[config.mk]
export PLATFORM = sky130hd
export DESIGN_NAME = nkm_mod
export DESIGN_NICKNAME = d
export VERILOG_FILES = /design/src/rtl/nkm_pkg.sv /design/src/rtl/nkm_mod.sv
export SDC_FILE = /design/constraint.sdc
export NUM_CORES = 1
export LEC_CHECK = 0
export BUFFER_PORTS_ARGS = -buffer_cell sky130_fd_sc_hd__buf_2
export CAP_MARGIN = 20
export CORE_UTILIZATION = 50
export CTS_BUF_LIST = sky130_fd_sc_hd__clkbuf_8
export DETAILED_ROUTE_END_ITERATION = 7
export GPL_TIMING_DRIVEN = 0
export HOLD_SLACK_MARGIN = 0.12
export PLACE_DENSITY_LB_ADDON = 0.12
export SLEW_MARGIN = 20
export SYNTH_ARGS = -nofsm -noshare
export SYNTH_HDL_FRONTEND = slang
export SYNTH_SLANG_ARGS = --single-unit
[constraint.sdc]
create_clock -name clk -period 6.4 [get_ports clk]
set_input_delay 0.64 -clock clk [delete_from_list [all_inputs] [get_ports clk]]
set_output_delay 0.64 -clock clk [all_outputs]
set_load 0.02 [all_outputs]
[src/rtl/nkm_pkg.sv]
// Shared constants and types for the nearest key match set.
// No dependencies.
package nkm_pkg;

  localparam int CAPACITY = 1024;
  localparam int KEY_W    = 30;
  localparam int TOT_W    = 20;
  localparam int ADDR_W   = $clog2(CAPACITY);
  localparam int CNT_W    = $clog2(CAPACITY + 1);
  localparam int DIV_W    = KEY_W + 1;
  localparam int MOD_W    = TOT_W + 1;
  localparam int STEP_W   = $clog2(DIV_W + 1);

  localparam logic [TOT_W-1:0] MODULUS_RESET = TOT_W'(1000000);

  localparam logic [1:0] ST_INSERT = 2'd0;
  localparam logic [1:0] ST_MATCH  = 2'd1;
  localparam logic [1:0] ST_DROP   = 2'd2;

  typedef logic [KEY_W-1:0] key_t;

endpackage

[src/rtl/nkm_mod.sv]
// Bit-serial restoring remainder unit, one dividend bit per cycle.
// Depends on nkm_pkg.
module nkm_mod (
  input  logic                      clk,
  input  logic                      rst,
  input  logic                      start,
  input  logic [nkm_pkg::DIV_W-1:0] dividend,
  input  logic [nkm_pkg::TOT_W-1:0] modulus,
  output logic                      done,
  output logic [nkm_pkg::TOT_W-1:0] result
);
  import nkm_pkg::*;

  logic              active;
  logic [STEP_W-1:0] cnt;
  logic [DIV_W-1:0]  dv;
  logic [MOD_W-1:0]  rem;
  logic [MOD_W-1:0]  m;
  logic [MOD_W:0]    trial;
  logic [MOD_W-1:0]  rem_next;

  always_ff @(posedge clk) begin
    if (start) begin
      m <= (modulus == '0) ? (MOD_W'(1) << TOT_W) : {1'b0, modulus};
    end
  end

  always_comb begin
    trial = {rem, dv[DIV_W-1]};
    if (trial >= {1'b0, m}) begin
      rem_next = MOD_W'(trial - {1'b0, m});
    end else begin
      rem_next = trial[MOD_W-1:0];
    end
  end

  always_ff @(posedge clk) begin
    if (rst) begin
      active <= 1'b0;
      done   <= 1'b0;
      cnt    <= '0;
    end else begin
      done <= 1'b0;
      if (start) begin
        active <= 1'b1;
        cnt    <= STEP_W'(DIV_W);
      end else if (active) begin
        cnt <= cnt - 1'b1;
        if (cnt == STEP_W'(1)) begin
          active <= 1'b0;
          done   <= 1'b1;
        end
      end
    end
  end

  always_ff @(posedge clk) begin
    if (start) begin
      dv  <= dividend;
      rem <= '0;
    end else if (active) begin
      dv  <= dv << 1;
      rem <= rem_next;
    end
  end

  assign result = rem[TOT_W-1:0];

endmodule

Word-level counts from Yosys, hierarchy flattened
Cells that the tools add are included.
{"block": "totals", "regBits": 80, "input_bits": 54, "elab_cells": 25}
{"block": "op_classes", "add_sub_neg": 2, "n_lt_le_gt_ge": 1, "eq_ne": 1, "n_mux": 10, "bitwise_logic": 1, "n_reduce_logical": 3}
{"cell": "$mux W31", "n": 2}
{"cell": "$mux W21", "n": 2}
{"cell": "$ge A22 B21 Y1", "n": 1}
{"cell": "$sub A21 B21 Y21", "n": 1}
{"cell": "$logic_not A20 Y1", "n": 1}
{"cell": "$mux W5", "n": 2}
{"cell": "$eq A5 B1 Y1 const B", "n": 1}
{"cell": "$sub A5 B1 Y5 const B", "n": 1}
{"cell": "$mux W1", "n": 4}
{"cell": "$reduce_or A3 Y1", "n": 1}
{"cell": "$reduce_bool A2 Y1", "n": 1}
{"cell": "$not A1 Y1", "n": 1}

Logic depth before layout (Yosys ltp)
{"block": "depth", "ltp_word": 4, "ltp_mapped": 12, "ltp_nobuf": 11}

Least setup slack after synthesis
No wires, ideal clock.
{"block": "synth_path", "path_kind": "register to register", "start": "reg dv[30]", "end": "reg rem[0]", "setup_time_ns": 0.079, "arrival_time_ns": 2.341, "t_required_ns": 6.321, "slack_ns": 3.980, "path_stages_with_launch": 12, "period_less_slack_ns": 2.420, "path_cell_list": "edfxtp_1 inv_1 ha_1 inv_1 fa_1 a21o_1 a22oi_1 a21oi_1 o2111ai_2 nand4_4 mux2_4 a211oi_2"}
{"block": "synth_via", "elab_chain_len": 2, "word_cells_on_any_way": 3, "classes_between": "1 x add/sub; 1 x order compare; 1 x mux"}
{"element": "start, declared", "line_no": "nkm_mod.sv:16", "text": "logic [DIV_W-1:0] dv;"}
{"element": "start signal, assigned", "line_no": "nkm_mod.sv:59", "text": "dv <= dividend;"}
{"element": "start signal, assigned", "line_no": "nkm_mod.sv:62", "text": "dv <= dv << 1;"}
{"element": "$sub A21 B21 Y21 or $ge A22 B21 Y1 (tied branches)", "line_no": "nkm_mod.sv:31, nkm_mod.sv:30"}
{"element": "$mux W21 (*)", "line_no": "nkm_mod.sv:30", "text": "if (trial >= {1'b0, m}) begin"}
{"element": "end signal, assigned", "line_no": "nkm_mod.sv:63", "text": "rem <= rem_next;"}
{"element": "end, declared", "line_no": "nkm_mod.sv:17", "text": "logic [MOD_W-1:0] rem;"}
Mark *: on every way between the ends. The rest lies on a longest branch, timed or not.
A chain may end at the register's enable or synchronous reset.

Worst setup path after layout
{"block": "layout_path", "start": "reg dv[30]", "end": "reg rem[20]"}
The elaborated chain is that of the path after synthesis.

==> metrics.md <==
| Metric | Value |
|---|---|
| Largest net degree at the start of global routing | 32 |
| Power Density | 231 nW/um2 |
| Pre-antenna DRT Iters | 5 |
| Distinct cells, synth | 57 |
| Final HPWL DP | 7.13 mm |
| Routed wire length | 9.65 mm |
| Initial antenna violation count | 0 |
| First-pass GRT wire length | 15.8 mm |
| Post-CTS setup buffers | 0 |
| Worst min path class | flop to flop |
| Mapped Cells | 445 |
| Final setup margin | 3.59 ns |
| CP Class | flop to flop |
| RSZ-0062 raised after global routing | no |
| Setup_tns | 0 ns |
| Yosys warnings | 0 |
| Final period utilization | 0.440 |
| Cell Chain, Critical Path | inv_1, ha_1, inv_1, fa_1, a21o_1, a221oi_2, o21bai_1, a211oi_1, o21bai_1, xnor2_1, o21ai_0 |
| Seq cells post-synth | 80 |
| CTS tree | done |
| Endpoints failing hold | 0 |
| Fin crit period | 2.81 ns |
| Num CTS Buffers | 9 |
| DIE WIDTH | 98.2 um |
| Number of remaining DRC errors | 0 |
| Clock transition at path regs | 0.09 ns |
| Root buf cell | clkbuf_8 |
| Slew Limit Fails | 0 |
| Via count | 3508 |
| Worst Path Max Fanout | 4 |
| Clk_lat worst skew | 0.35 ns |
| Layout filler cell count | 801 |
| # diodes | 0 |
| Status | complete, no violations |
| Vias in the first global route | 3358 |
| Slowest cell on the critical path | fa_1 |
| Synthesized cell area | 4630 um2 |
| Final Setup Violations | 0 |
| Crit. End Element | flop |
| Die ar. | 9650 um2 |
| Startpoint types | flop |
| EDFF count, synth | 52 |
| Synthesized net count | 523 |
| Overflow after GRT | 0 |
| Via density | 5.46 |
| Wire length per cell | 15.0 um |
| Proportion of layout cells with a drive suffix above 1 | 0.293 |
| Post-synth ARST share | 0 |
| Max IR drop VDD | 0.000134 V |
| Initial Util | 0.523 |
| Global Route Usage Sum | 0.210 |
| Crit path max-delay family | compound AO/OA/AOI/OAI gates |
| CTS Hold Bufs | 0 |
| Critical path's largest stage delay | 0.41 ns |
| Max Freq | 355 MHz |
| Maximum clock path buffer count | 2 |
| Worst path required time | 6.68 ns |
| Placer congestion estimate | 0.877 |
| Cts repair resizes | 0 |
| H-tree depth | 3 |
| Sequential area share after synthesis | 0.458 |
| Main synth FF type | edfxtp_1 |
| Ports | 75 |
| Worst slew pin tran | 0.710 ns |
| Leakage | 2.25 nW |
| Initial DRC Count | 225 |
| Clock skew | 0.0115 ns |
| Headroom to the max-slew limit | 0.521 |
| Port Buffer Count | 74 |
| Final ANT Viol Nets | 0 |
| Cell Rows | 34 |
| CTS sink cnt | 80 |
| Worst endpoint data arrival time | 3.09 ns |
| Avg Inst Size Synth | 10.4 um2 |
| Layout overhead on the synthesized area | 15.5% |
| Die H | 98.2 um |
| Dpl ws | 3.19 ns |
| Reg-to-reg slack, setup | 3.59 ns |
| Buf/Inv on CP | 2 |
| Core area | 8850 um2 |
| Maxcap violations | 0 |
| Nets | 608 |
==> tightest hold or removal path, cell delays in order (launching register included) <==
cell,delay [ns]
dfxtp_1,0.34
nand2_1,0.06
o21ai_0,0.06
==> where the power goes <==
| group | switching [mW] | internal, mW | total, mW |
|---|---|---|---|
| logic | 0.119 | 0.0970 | 0.216 |
| clock network | 0.189 | 0.218 | 0.407 |
| registers | 0.0171 | 0.596 | 0.613 |
==> state kept, by name, indices dropped and copies added (netlist names) <==
signal and cells:
done 1, m 21, rem 21, dv 31
active 1, cnt 5
==> kinds of logic (layout without fill, tap and decap cells) <==
| logic type | after synthesis | after routing | synth area share |
|---|---|---|---|
| and+or+nand+nor | 106 | 106 | 0.115 |
| AOI/OAI and AO/OA | 90 | 90 | 0.134 |
| buffers and inverters | 81 | 171 | 0.0843 |
| DFF | 80 | 80 | 0.458 |
| muxes | 44 | 44 | 0.104 |
| adders and majority gates | 24 | 24 | 0.0665 |
| xor gates and xnor gates | 20 | 20 | 0.0378 |
==> Yosys cell counts (3+ instances only) <==
master,count,area (um2)
nand2_1,29,109
o21bai_1,5,37.5
nand2b_1,6,37.5
xnor2_1,11,96.3
nand3_1,5,25.0
o2bb2a_2,4,45.0
nor3_1,5,25.0
a211oi_1,9,67.6
nor4_1,6,37.5
a21oi_1,18,90.1
a21o_1,5,37.5
and3_1,3,18.8
inv_1,28,105
edfxtp_1,52,1560
clkbuf_1,27,101
nor2_1,34,128
buf_4,21,158
mux2_2,30,338
xor2_1,9,78.8
o211ai_1,5,37.5
nand4_1,4,25.0
buf_1,4,15.0
dfxtp_1,28,561
mux2i_1,13,130
ha_1,23,288
o21ai_0,24,120
==> final cells by class <==
type / count / area (um2) / area share
Clock buffer: 9 / 124 / 0.0232
Buffer: 53 / 285 / 0.0533
Clock inverter: 7 / 90.1 / 0.0168
Timing Repair Buffer: 74 / 370 / 0.0692
Inverter: 28 / 105 / 0.0196
Multi-Input combinational cell: 284 / 2120 / 0.396
Sequential cell: 80 / 2120 / 0.397
Tap cell: 108 / 135 / 0.0253
==> through the flow <==
step | power (mW) | instances | instance area, um2 | util | hold slack [ns]
after floorplan | 0.776 | 445 | 4630 | - | 0.470
after global placement | 0.833 | 627 | 5140 | 0.580 | 0.494
after detailed placement | 0.839 | 627 | 5140 | 0.580 | 0.494
after CTS | 1.24 | 643 | 5350 | 0.605 | 0.506
after global routing | 1.29 | 643 | 5350 | 0.605 | 0.540
final | 1.24 | 643 | 5350 | 0.605 | 0.507
==> per-layer routing <==
| layer | part of all wire | track usage | vias up |
|---|---|---|---|
| met5 | 0 | 0 | - |
| met3 | 0.062 | 0.0415 | 14 |
| met1 | 0.45 | 0.274 | 1630 |
| li1 | - | - | 1749 |
| met4 | 0.013 | 0.0631 | 0 |
| met2 | 0.48 | 0.353 | 115 |
==> path summary, 6_finish.rpt <==
kind	end	from	cells after the start
hold reg to reg	rem[14]	rem[14]	2
hold / removal	rem[14]	rem[14]	2
setup reg to reg	rem[20]	dv[30]	11
setup / recovery	rem[20]	dv[30]	11
==> cells in the final DEF, fill, tap and decap left out, types with 2 or more instances in the layout <==
cell type  count
a211oi_1       9
a21o_1         5
a21oi_1       18
and2_1         2
and3_1         3
and4_1         2
buf_1          4
buf_2         74
buf_4         21
bufinv_16      2
clkbuf_1      27
clkbuf_8       9
clkinv_4       2
dfxtp_1       28
edfxtp_1      52
ha_1          23
inv_1         29
mux2_2        30
mux2i_1       13
nand2_1       29
nand2b_1       6
nand3_1        5
nand4_1        4
nand4b_1       2
nor2_1        34
nor3_1         5
nor4_1         6
o211ai_1       5
o21ai_0       24
o21ai_1        2
o21ba_2        2
o21bai_1       5
o2bb2a_2       4
o311ai_0       2
xnor2_1       11
xor2_1         9
Note: power is estimated with default switching activity, not from simulation.
